<file path="src/sv/stb_pkg.sv">
package stb_pkg;

    localparam int CAPACITY   = 256;
    localparam int KEY_BITS   = 32;
    localparam int VALUE_BITS = 32;

    localparam int IDX_W = $clog2(CAPACITY);
    localparam int CNT_W = $clog2(CAPACITY + 1);
    localparam int ENT_W = KEY_BITS + VALUE_BITS;

    localparam int KEY_FIELD_W = 32;
    localparam int VAL_FIELD_W = 32;
    localparam int POS_W       = 9;

    typedef enum logic [1:0] {
        ACT_FIND   = 2'd0,
        ACT_INSERT = 2'd1,
        ACT_REMOVE = 2'd2,
        ACT_CLEAR  = 2'd3
    } action_t;

    typedef enum logic [1:0] {
        STAT_OK        = 2'd0,
        STAT_NOT_FOUND = 2'd1,
        STAT_FULL      = 2'd2,
        STAT_RSVD      = 2'd3
    } status_t;

    typedef struct packed {
        logic [1:0]             action;
        logic [KEY_FIELD_W-1:0] search_key;
        logic [VAL_FIELD_W-1:0] entry_value;
        logic [POS_W-1:0]       insert_index;
    } in_item_t;

    typedef struct packed {
        logic                   hit;
        logic [VAL_FIELD_W-1:0] found_value;
        logic [POS_W-1:0]       position;
        logic [1:0]             status;
        logic [POS_W-1:0]       entry_count;
    } out_item_t;

    typedef struct packed {
        logic             we;
        logic [IDX_W-1:0] waddr;
        logic [ENT_W-1:0] wdata;
        logic [IDX_W-1:0] raddr;
    } ram_req_t;

endpackage

</file>
<file path="src/sv/stb_ctrl.sv">
module stb_ctrl (
    input  logic                       aclk,
    input  logic                       aresetn,
    input  logic                       s_valid,
    output logic                       s_ready,
    input  stb_pkg::in_item_t          s_item,
    output logic                       res_valid,
    input  logic                       res_ready,
    output stb_pkg::out_item_t         res_item,
    output stb_pkg::ram_req_t          ram_req,
    input  logic [stb_pkg::ENT_W-1:0]  ram_rdata
);

    localparam int CW = stb_pkg::CNT_W;
    localparam int IW = stb_pkg::IDX_W;
    localparam int KW = stb_pkg::KEY_BITS;
    localparam int VW = stb_pkg::VALUE_BITS;
    localparam int PW = stb_pkg::POS_W;
    localparam int FW = stb_pkg::VAL_FIELD_W;

    typedef enum logic [5:0] {
        ST_IDLE  = 6'b000001,
        ST_READ  = 6'b000010,
        ST_CMP   = 6'b000100,
        ST_SHIFT = 6'b001000,
        ST_FINAL = 6'b010000,
        ST_DONE  = 6'b100000
    } state_t;

    state_t          state_reg, state_next;
    logic [1:0]      act_reg, act_next;
    logic [KW-1:0]   key_reg, key_next;
    logic [VW-1:0]   val_reg, val_next;
    logic [CW-1:0]   cnt_reg, cnt_next;
    logic [CW-1:0]   lo_reg, lo_next;
    logic [CW-1:0]   hi_reg, hi_next;
    logic [IW-1:0]   mid_reg, mid_next;
    logic [CW-1:0]   pos_reg, pos_next;
    logic            hit_reg, hit_next;
    logic [VW-1:0]   found_reg, found_next;
    logic [1:0]      status_reg, status_next;
    logic [CW-1:0]   sh_ptr_reg, sh_ptr_next;
    logic            rd_act_reg, rd_act_next;
    logic            wr_pend_reg, wr_pend_next;
    logic [IW-1:0]   wr_addr_reg, wr_addr_next;

    logic [CW-1:0]   mid_w;
    logic [CW-1:0]   mid_ext;
    logic [CW-1:0]   idx_w;
    logic [CW-1:0]   clamp_w;
    logic [KW-1:0]   rd_key;
    logic [VW-1:0]   rd_val;

    assign mid_w   = lo_reg + ((hi_reg - lo_reg) >> 1);
    assign mid_ext = CW'(mid_reg);
    assign idx_w   = CW'(s_item.insert_index);
    assign clamp_w = (idx_w > cnt_reg) ? cnt_reg : idx_w;
    assign rd_key  = ram_rdata[stb_pkg::ENT_W-1 -: KW];
    assign rd_val  = ram_rdata[VW-1:0];

    assign s_ready   = (state_reg == ST_IDLE);
    assign res_valid = (state_reg == ST_DONE);

    always_comb begin
        res_item             = '0;
        res_item.hit         = hit_reg;
        res_item.found_value = FW'(found_reg);
        res_item.position    = PW'(pos_reg);
        res_item.status      = status_reg;
        res_item.entry_count = PW'(cnt_reg);
    end

    always_comb begin
        state_next   = state_reg;
        act_next     = act_reg;
        key_next     = key_reg;
        val_next     = val_reg;
        cnt_next     = cnt_reg;
        lo_next      = lo_reg;
        hi_next      = hi_reg;
        mid_next     = mid_reg;
        pos_next     = pos_reg;
        hit_next     = hit_reg;
        found_next   = found_reg;
        status_next  = status_reg;
        sh_ptr_next  = sh_ptr_reg;
        rd_act_next  = rd_act_reg;
        wr_pend_next = wr_pend_reg;
        wr_addr_next = wr_addr_reg;

        ram_req       = '0;
        ram_req.raddr = mid_reg;

        case (state_reg)
            ST_IDLE: begin
                if (s_valid) begin
                    act_next    = s_item.action;
                    key_next    = s_item.search_key[KW-1:0];
                    val_next    = s_item.entry_value[VW-1:0];
                    hit_next    = 1'b0;
                    found_next  = '0;
                    status_next = stb_pkg::STAT_OK;
                    pos_next    = '0;
                    lo_next     = '0;
                    hi_next     = cnt_reg;
                    case (s_item.action)
                        stb_pkg::ACT_FIND, stb_pkg::ACT_REMOVE: begin
                            state_next = ST_READ;
                        end
                        stb_pkg::ACT_INSERT: begin
                            pos_next = clamp_w;
                            if (cnt_reg >= CW'(stb_pkg::CAPACITY)) begin
                                status_next = stb_pkg::STAT_FULL;
                                state_next  = ST_DONE;
                            end else begin
                                sh_ptr_next  = cnt_reg - CW'(1);
                                rd_act_next  = (cnt_reg > clamp_w);
                                wr_pend_next = 1'b0;
                                state_next   = ST_SHIFT;
                            end
                        end
                        default: begin
                            cnt_next   = '0;
                            state_next = ST_DONE;
                        end
                    endcase
                end
            end
            ST_READ: begin
                if (lo_reg < hi_reg) begin
                    mid_next      = mid_w[IW-1:0];
                    ram_req.raddr = mid_w[IW-1:0];
                    state_next    = ST_CMP;
                end else begin
                    pos_next    = lo_reg;
                    status_next = stb_pkg::STAT_NOT_FOUND;
                    state_next  = ST_DONE;
                end
            end
            ST_CMP: begin
                if (rd_key > key_reg) begin
                    hi_next    = mid_ext;
                    state_next = ST_READ;
                end else if (rd_key == key_reg) begin
                    hit_next   = 1'b1;
                    found_next = rd_val;
                    pos_next   = mid_ext;
                    if (act_reg == stb_pkg::ACT_REMOVE) begin
                        sh_ptr_next  = mid_ext + CW'(1);
                        rd_act_next  = ((mid_ext + CW'(1)) < cnt_reg);
                        wr_pend_next = 1'b0;
                        state_next   = ST_SHIFT;
                    end else begin
                        state_next = ST_DONE;
                    end
                end else begin
                    lo_next    = mid_ext + CW'(1);
                    state_next = ST_READ;
                end
            end
            ST_SHIFT: begin
                ram_req.raddr = sh_ptr_reg[IW-1:0];
                if (wr_pend_reg) begin
                    ram_req.we    = 1'b1;
                    ram_req.waddr = wr_addr_reg;
                    ram_req.wdata = ram_rdata;
                end
                if (rd_act_reg) begin
                    wr_pend_next = 1'b1;
                    if (act_reg == stb_pkg::ACT_INSERT) begin
                        wr_addr_next = sh_ptr_reg[IW-1:0] + IW'(1);
                        sh_ptr_next  = sh_ptr_reg - CW'(1);
                        rd_act_next  = (sh_ptr_reg > pos_reg);
                    end else begin
                        wr_addr_next = sh_ptr_reg[IW-1:0] - IW'(1);
                        sh_ptr_next  = sh_ptr_reg + CW'(1);
                        rd_act_next  = ((sh_ptr_reg + CW'(1)) < cnt_reg);
                    end
                end else begin
                    wr_pend_next = 1'b0;
                    if (!wr_pend_reg) begin
                        state_next = ST_FINAL;
                    end
                end
            end
            ST_FINAL: begin
                if (act_reg == stb_pkg::ACT_INSERT) begin
                    ram_req.we    = 1'b1;
                    ram_req.waddr = pos_reg[IW-1:0];
                    ram_req.wdata = {key_reg, val_reg};
                    cnt_next      = cnt_reg + CW'(1);
                end else begin
                    cnt_next = cnt_reg - CW'(1);
                end
                state_next = ST_DONE;
            end
            ST_DONE: begin
                if (res_ready) begin
                    state_next = ST_IDLE;
                end
            end
            default: begin
                state_next = ST_IDLE;
            end
        endcase
    end

    always_ff @(posedge aclk) begin
        if (!aresetn) begin
            state_reg   <= ST_IDLE;
            cnt_reg     <= '0;
            rd_act_reg  <= 1'b0;
            wr_pend_reg <= 1'b0;
        end else begin
            state_reg   <= state_next;
            cnt_reg     <= cnt_next;
            rd_act_reg  <= rd_act_next;
            wr_pend_reg <= wr_pend_next;
        end
    end

    always_ff @(posedge aclk) begin
        act_reg     <= act_next;
        key_reg     <= key_next;
        val_reg     <= val_next;
        lo_reg      <= lo_next;
        hi_reg      <= hi_next;
        mid_reg     <= mid_next;
        pos_reg     <= pos_next;
        hit_reg     <= hit_next;
        found_reg   <= found_next;
        status_reg  <= status_next;
        sh_ptr_reg  <= sh_ptr_next;
        wr_addr_reg <= wr_addr_next;
    end

endmodule

</file>
<file path="config.mk">
export PLATFORM = sky130hd
export DESIGN_NAME = stb_ctrl
export DESIGN_NICKNAME = d
export VERILOG_FILES = /design/src/sv/stb_pkg.sv /design/src/sv/stb_ctrl.sv
export SDC_FILE = /design/constraint.sdc
export NUM_CORES = 1
export LEC_CHECK = 0
export ABC_AREA = 1
export BUFFER_PORTS_ARGS = -buffer_cell sky130_fd_sc_hd__buf_2
export CORE_MARGIN = 2
export CORE_UTILIZATION = 55
export CTS_BUF_LIST = sky130_fd_sc_hd__clkbuf_4 sky130_fd_sc_hd__clkbuf_8
export DETAILED_ROUTE_END_ITERATION = 12
export PLACE_DENSITY = 0.82
export SYNTH_ARGS = -nofsm -noshare
export SYNTH_HDL_FRONTEND = slang
export SYNTH_SLANG_ARGS = --single-unit
export TNS_END_PERCENT = 10
</file>
<file path="constraint.sdc">
create_clock -name aclk -period 4.36 [get_ports aclk]
set_input_delay 0.218 -clock aclk [delete_from_list [all_inputs] [get_ports aclk]]
set_output_delay 0.218 -clock aclk [all_outputs]
set_load 0.05 [all_outputs]
</file>
==> impl_summary.txt, run 1 <==
----------------------------------------------------
[Cells and area]
  Share of post-route cells with drive strength above 1 ... between 20% and 30%
  Final Util ... between 60 and 70%
  Count of fill cells added during filler insertion ... 1572
  Synth-to-Final Area Change ... 24.2%
  Total area of sequential cells ... 4930 µm²
  Area taken by multi-input logic gates ... ~5300 µm²
  Net count reported at finish ... about 1.9k

[Yosys]
  Distinct cells, synth ... 58
  Synth Flop Type ... edfxtp_1
  Post-Syn Area per Cell ... roughly 8.6 µm²
  Netlist Area Pre-Place ... between 10000 and 15000 µm²
  Share of synthesized registers carrying an async set or reset ... 0%
  Post-synthesis adder-cell area fraction ... between 10% and 20%
  Cells after Synth ... 1299
  Count of warnings emitted by yosys ... 0
  Simple-gate share of the synthesized area ... between 20 and 25%
  Dominant combinational cell family by area after synthesis ... simple AND/OR/NAND/NOR gates
  Leading post-synthesis cells by instance count ... nand2_1 (302), inv_1 (174), edfxtp_1 (153)
  Post-synth EDFFs ... between 150 and 200
  Dominant cell by count in the synthesized netlist ... nand2_1
  Share of the synthesized area in the top cell type ... around two fifths
  Fraction of synthesized area in multiplexers ... 0%
  Fraction of the yosys area taken by sequential cells ... 44.1%
  Top area cells in the synthesized netlist ... edfxtp_1 (41%), ha_1 (12%), nand2_1 (10%)
  Compound-cell area share of the yosys netlist ... about an eighth
  Xor and xnor area share after synthesis ... under 10%
  Syn Nets ... 1548
  Number of register bits inferred by synthesis ... between 150 and 200
  Cell type contributing the most total cell area after synthesis ... edfxtp_1

[Power and ir drop]
  PnR Total Power ... roughly 6.4 mW
  Peak supply drop ... roughly 0.0006 V
  Power per unit of standard cell area ... ~460 nW/µm²
  Leakage ... ~6.7 nW

[Setup path]
  Highest fanout seen on the critical path ... 6
  Worst path slowest cell ... edfxtp_1
  Reg2reg end ... rd_act_reg
  Startpoint type of the worst setup path ... flip-flop
  Longest individual stage delay on the worst path ... between 0.3 and 0.4 ns
  Arrival time reported for the critical path endpoint ... ~3.5 ns
  FF-to-FF Start ... cnt_reg[8]
  R2R depth ... 17
  Register-to-register setup slack ... ~1.0 ns
  Most frequent CP cell ... nand2_1
  Kind of capture point of the worst setup path ... output pin
  Cells along the critical path ... inv_1, ha_1, nand2_1, nand2_1, nand3_1, nand2_1, a21oi_1, nor2_1, nor2_1, xor2_1, ha_1, a21oi_1, a21boi_0, nand2_1, inv_1, nand2_1, nand3_1, nand3_1, nand2_1, buf_2
  CP required ... 4.14 ns
  Crit Path Category ... reg2out

[Clock network]
  H-tree Lvls ... 4
  Number of buffers on the longest clock path ... 2
  CTS clk-pin slew, worst paths ... 0.11 ns
  Post-CTS Setup Inserts ... 0
  TritonCTS sink count ... 170
  Number of buffers created by CTS ... 17
  TritonCTS clock tree ... yes
  Post-cts resize count ... 0
  Cts hold-fix bufs ... 66
  Clock insertion delay at the later pin of the skew report ... approximately 0.5 ns
  Root buffer cell ... clkbuf_8

[Run status]
  Status ... completed

[STA]
  Tightest Pin Transition ... between 1 and 1.5 ns
  Normalized max-slew margin ... roughly 23%
  Setup violators final ... 0
  Number of slew-limit violations in the final report ... 0
  Clock skew after layout ... ~0.031 ns
  Final period util ... ~86%
  Achievable Freq ... 266 MHz
  Setup repair after global routing missed its margin ... false
  Final total negative setup slack ... 0 ns
  Hold violation total from the final report ... 0
  Min cycle time layout ... around 3.8 ns

[Min path]
  Origin of the worst min-delay path ... aresetn
  Hold Crit Class ... in2reg
  Cell count of the worst hold path ... 2
  Destination of the worst hold path ... state_reg[0]

[Drt]
  Routed len/inst ... 18.6 µm
  Post-detailed-route via-to-cell ratio ... about 5.6
  Routed wire length ... 35.8 mm
  Routed via count ... 10.8k
  Final antenna-violating net count ... 0
  Drt first pass iters ... 8
  Drt first-iter violations ... 947
  DRC Markers ... 0

[Global routing]
  Initial antenna violation count ... 4
  Wire length of the first global-routing pass ... approximately 55 mm
  Overall Global Routing Usage ... about 33%
  Maximum number of pins on one net before global-route repair ... 65
  Total overflow reported by the global router ... 0
  Via count of the first global-routing pass ... between 10k and 15k

[Die]
  DIE WIDTH ... 147 µm
  Die area ... between 20000 and 25000 µm²
  Number of placement rows ... 52
  Floorplan core area ... approximately 20000 µm²
  Starting density of the core ... 55.7%
  Die Y-Extent ... about 150 µm
  Top Ports ... around 280

[Job]
  Max-cap violation count ... 0

[Placement]
  GP Congestion ... 1.02
  Buffers on Ports ... around 280
  DPL Wire Length ... about 26 mm

----------------------------------------------------
==> worst max-delay path: cells and delay by family, from the launching register on <==
family / cells / cell delay, ns
fa+ha+maj: 2 / 0.66
xor+xnor: 1 / 0.16
flops: 1 / 0.38
buf+inv: 3 / 0.38
compound gates: 3 / 0.58
simple gates: 11 / 0.89
==> metrics by stage <==
step                      setup WS [ns]  instances  hold WS (ns)  instance area, µm²
after floorplan                    1.00       1299         0.303               11200
after global placement             1.24       1820         0.394               12800
after detailed placement           1.13       1820         0.396               12800
after CTS                         0.598       1918        0.0130               13900
after global routing              0.258       1922        0.0181               13900
final                             0.605       1924        0.0255               13900
==> worst max-delay path by stage <==
| stage | start | end | slack [ns] |
|---|---|---|---|
| 4_1_cts | lo_reg[2] | ram_req[7] | 0.60 |
| 6_report | lo_reg[2] | ram_req[7] | 0.60 |
| 3_5_place_dp | cnt_reg[8] | rd_act_reg | 1.13 |
| 5_1_grt | lo_reg[2] | ram_req[7] | 0.26 |
| 2_1_floorplan | key_reg[31] | found_reg[0] | 1.00 |
| 3_3_place_gp | lo_reg[2] | ram_req[7] | 1.24 |
==> metal layers <==
metal	share of wire, %	global-route usage (%)
met1	37	39.0
met2	48	55.2
met3	9.5	7.72
met4	4.9	17.2
met5	0	0
==> cell families (layout without fill, tap and decap cells) <==
family,Yosys count,after routing
AO/OA/AOI/OAI,250,250
XOR/XNOR,34,34
adder cells (fa/ha/maj),106,106
buffers and inverters,226,575
flip-flops,170,170
other,0,6
AND/OR/NAND/NOR,513,513
==> power breakdown <==
group | leakage, nW | internal (mW) | switching (mW)
registers | 1.60 | 2.20 | 0.144
clock network | 0.216 | 0.460 | 0.751
logic | 4.89 | 0.907 | 1.98
total | 6.71 | 3.56 | 2.87
==> final cells by class <==
cell class | count | share of cell area [%]
Antenna cell | 6 | 0.108
Sequential cell | 170 | 35.5
Multi-Input combinational cell | 903 | 38.4
Clock inverter | 15 | 1.50
Tap cell | 270 | 2.43
Clock buffer | 17 | 1.68
Timing Repair Buffer | 350 | 15.1
Inverter | 193 | 5.23
==> cells in the final DEF, fill, tap and decap left out, types with 15 or more instances in the layout <==
cell             n
a21oi_1         69
xor2_1          25
inv_2           17
nor2_1          98
clkbuf_8        17
o21ai_1         26
nand4_1         15
buf_2          278
ha_1           103
inv_1          174
dlygate4sd3_1   66
o21ai_0        101
nand2_1        302
nand3_1         54
edfxtp_1       153
dfxtp_1         17
Power figures use the tool's default switching activity.
==> run 2: changes to the inputs <==
--- a/config.mk
+++ b/config.mk
@@ -6,12 +6,15 @@
 export NUM_CORES = 1
 export LEC_CHECK = 0
 export ABC_AREA = 1
+export ABC_CLOCK_PERIOD_IN_PS = 3500
 export BUFFER_PORTS_ARGS = -buffer_cell sky130_fd_sc_hd__buf_2
+export CELL_PAD_IN_SITES_DETAIL_PLACEMENT = 1
+export CELL_PAD_IN_SITES_GLOBAL_PLACEMENT = 1
 export CORE_MARGIN = 2
-export CORE_UTILIZATION = 55
+export CORE_UTILIZATION = 41
 export CTS_BUF_LIST = sky130_fd_sc_hd__clkbuf_4 sky130_fd_sc_hd__clkbuf_8
 export DETAILED_ROUTE_END_ITERATION = 12
-export PLACE_DENSITY = 0.82
+export PLACE_DENSITY_LB_ADDON = 0.1
 export SYNTH_ARGS = -nofsm -noshare
 export SYNTH_HDL_FRONTEND = slang
 export SYNTH_SLANG_ARGS = --single-unit
==> constraint.sdc (replaced) <==
create_clock -name aclk -period 3.5 [get_ports aclk]
set_input_delay 0.175 -clock aclk [delete_from_list [all_inputs] [get_ports aclk]]
set_output_delay 0.175 -clock aclk [all_outputs]
set_load 0.05 [all_outputs]
==> run 2 against run 1 <==
The flow now finishes with violations (setup timing). Cell area increased by 5.4%. Sequential cell count unchanged. Sequential power increased by 24%. Critical endpoint is now ram_req[6]. Sequential share of layout area decreased by 1.8 points. Largest cell class unchanged.
==> impl_summary.txt, run 2 (synthesis results as in run 1) <==
----------------------------------------------------
[Min path]
  Hold Crit Class ... in2reg
  Cell count of the worst hold path ... 3

[STA]
  Tightest Pin Transition ... 0.842 ns
  Min cycle time layout ... roughly 3.5 ns
  Hold violation total from the final report ... 0
  Number of slew-limit violations in the final report ... 0
  Normalized max-slew margin ... 43.8%
  Slack of the critical path ... -0.0140 ns
  Final period util ... 100%
  Setup repair after global routing missed its margin ... true
  Clock skew after layout ... roughly 0.025 ns
  Achievable Freq ... between 200 and 300 MHz
  Setup violators final ... 1

[Power and ir drop]
  Leakage ... approximately 7.0 nW
  Peak supply drop ... between 0.0002 and 0.0003 V
  PnR Total Power ... 8.90 mW
  Power per unit of standard cell area ... between 600 and 700 nW/µm²

[Run status]
  Violations in the final reports ... setup timing
  Status ... finished, violations left

[Drt]
  Drt first pass iters ... 5
  Drt first-iter violations ... 707
  Post-detailed-route via-to-cell ratio ... 5.31
  Routed via count ... between 10k and 15k
  Final antenna-violating net count ... 0
  DRC Markers ... 0
  Routed len/inst ... between 20 and 25 µm
  Routed wire length ... a little over 40 mm

[Die]
  Number of placement rows ... 60
  Top Ports ... 279
  Die area ... roughly 29000 µm²
  Starting density of the core ... 41.6%
  DIE WIDTH ... 169 µm
  Floorplan core area ... 26900 µm²
  Die Y-Extent ... 169 µm

[Clock network]
  Number of buffers created by CTS ... 17
  TritonCTS sink count ... 170
  TritonCTS clock tree ... yes
  Clock insertion delay at the later pin of the skew report ... approximately 0.48 ns
  CTS clk-pin slew, worst paths ... roughly 0.12 ns
  Number of buffers on the longest clock path ... 2
  H-tree Lvls ... 4
  Root buffer cell ... clkbuf_8

[Global routing]
  Initial antenna violation count ... 1
  Overall Global Routing Usage ... about 28%
  Total overflow reported by the global router ... 0
  Wire length of the first global-routing pass ... approximately 62 mm
  Maximum number of pins on one net before global-route repair ... 57
  Via count of the first global-routing pass ... 11.1k

[Cells and area]
  Synth-to-Final Area Change ... 30.8%
  Post-route standard cell area excluding fillers ... 14600 µm²
  Commonest non-fill, non-tap cells in the layout ... nand2_1 (296), buf_2 (274), inv_1 (169), edfxtp_1 (153), o21ai_0 (101)
  Count of fill cells added during filler insertion ... between 3k and 4k
  Share of post-route cells with drive strength above 1 ... a little over a quarter
  Final Util ... between 50% and 60%
  Net count reported at finish ... slightly below 2k
  Leading cell type in the layout, fill and taps excluded ... nand2_1

[Placement]
  Worst slack at placement ... between 0.2 and 0.25 ns
  Buffers on Ports ... between 200 and 300
  DPL Wire Length ... a little over 30 mm
  GP Congestion ... 0.878
  Placed cell area ... between 10000 and 15000 µm²

[Setup path]
  Cells along the critical path ... inv_1, ha_2, a21oi_1, nand2_4, a31oi_4, xnor2_2, ha_4, a21oi_1, nand3_2, xnor2_2, nand2_2, nand3_1, nand3_2, buf_8
  Crit Path Category ... reg2out
  Kind of capture point of the worst setup path ... output pin
  Worst path slowest cell ... edfxtp_1
  R2R depth ... 17
  Highest fanout seen on the critical path ... 6
  Arrival time reported for the critical path endpoint ... ~3.3 ns
  Longest individual stage delay on the worst path ... 0.44 ns
  CP required ... 3.32 ns
  Startpoint type of the worst setup path ... flip-flop

[Job]
  Max-cap violation count ... 0

----------------------------------------------------
==> run 2: critical path: cells and delay by family (launching register included) <==
kind            cells  cell delay, ns
compound gates      3            0.71
fa+ha+maj           2            0.58
simple gates        5            0.54
flops               1            0.44
xor+xnor            2            0.30
buf+inv             2            0.29
==> run 2: per-layer routing <==
layer  global-route usage, %  share of wire, %
met1                    33.7                41
met2                    51.8                51
met3                    5.08               5.4
met4                    8.81               2.9
met5                       0                 0
==> run 2: repair_timing <==
| item | CTS | global route |
|---|---|---|
| gates resized for setup | 16 | 42 |
| cloned | 0 | 0 |
| hold buffers | 82 | 1 |
| setup endpoints to repair | 4 | 7 |
| endpoints found under the hold margin | 84 | 1 |
| setup buffers | 8 | 9 |
| pin swaps | 6 | 19 |
==> run 2: cell type report <==
class / instances / area, µm² / share of cell area [%]
multi-input combinational: 903 / 5530 / 37.8
clock buffer: 17 / 234 / 1.60
sequential: 170 / 4940 / 33.7
tap: 341 / 427 / 2.91
clock inverter: 15 / 214 / 1.46
inverter: 193 / 727 / 4.96
antenna: 2 / 5.00 / 0.0342
timing repair buffer: 399 / 2560 / 17.5
==> run 2: per-stage QoR <==
step	hold WS, ns	std cells	setup TNS [ns]
4_1_cts	0.00315	2028	0
6_report	0.0181	2040	-0.0140
5_1_grt	0.0124	2038	-0.625
3_3_place_gp	0.352	1906	0
2_1_floorplan	0.260	1299	0
3_5_place_dp	0.354	1906	0
==> run 2: final timing paths <==
kind | startpoint | slack [ns] | end
setup / recovery | lo_reg[3] | -0.01 | ram_req[6]
hold reg to reg | wr_pend_reg | 0.51 | wr_pend_reg
setup reg to reg | lo_reg[3] | 0.02 | mid_reg[6]
hold / removal | ram_rdata[4] | 0.02 | found_reg[4]
==> run 2: power by group <==
group / leakage, nW / switching (mW) / internal (mW)
clock: 0.220 / 0.992 / 0.578
sequential: 1.60 / 0.181 / 2.73
combinational: 5.16 / 2.82 / 1.61
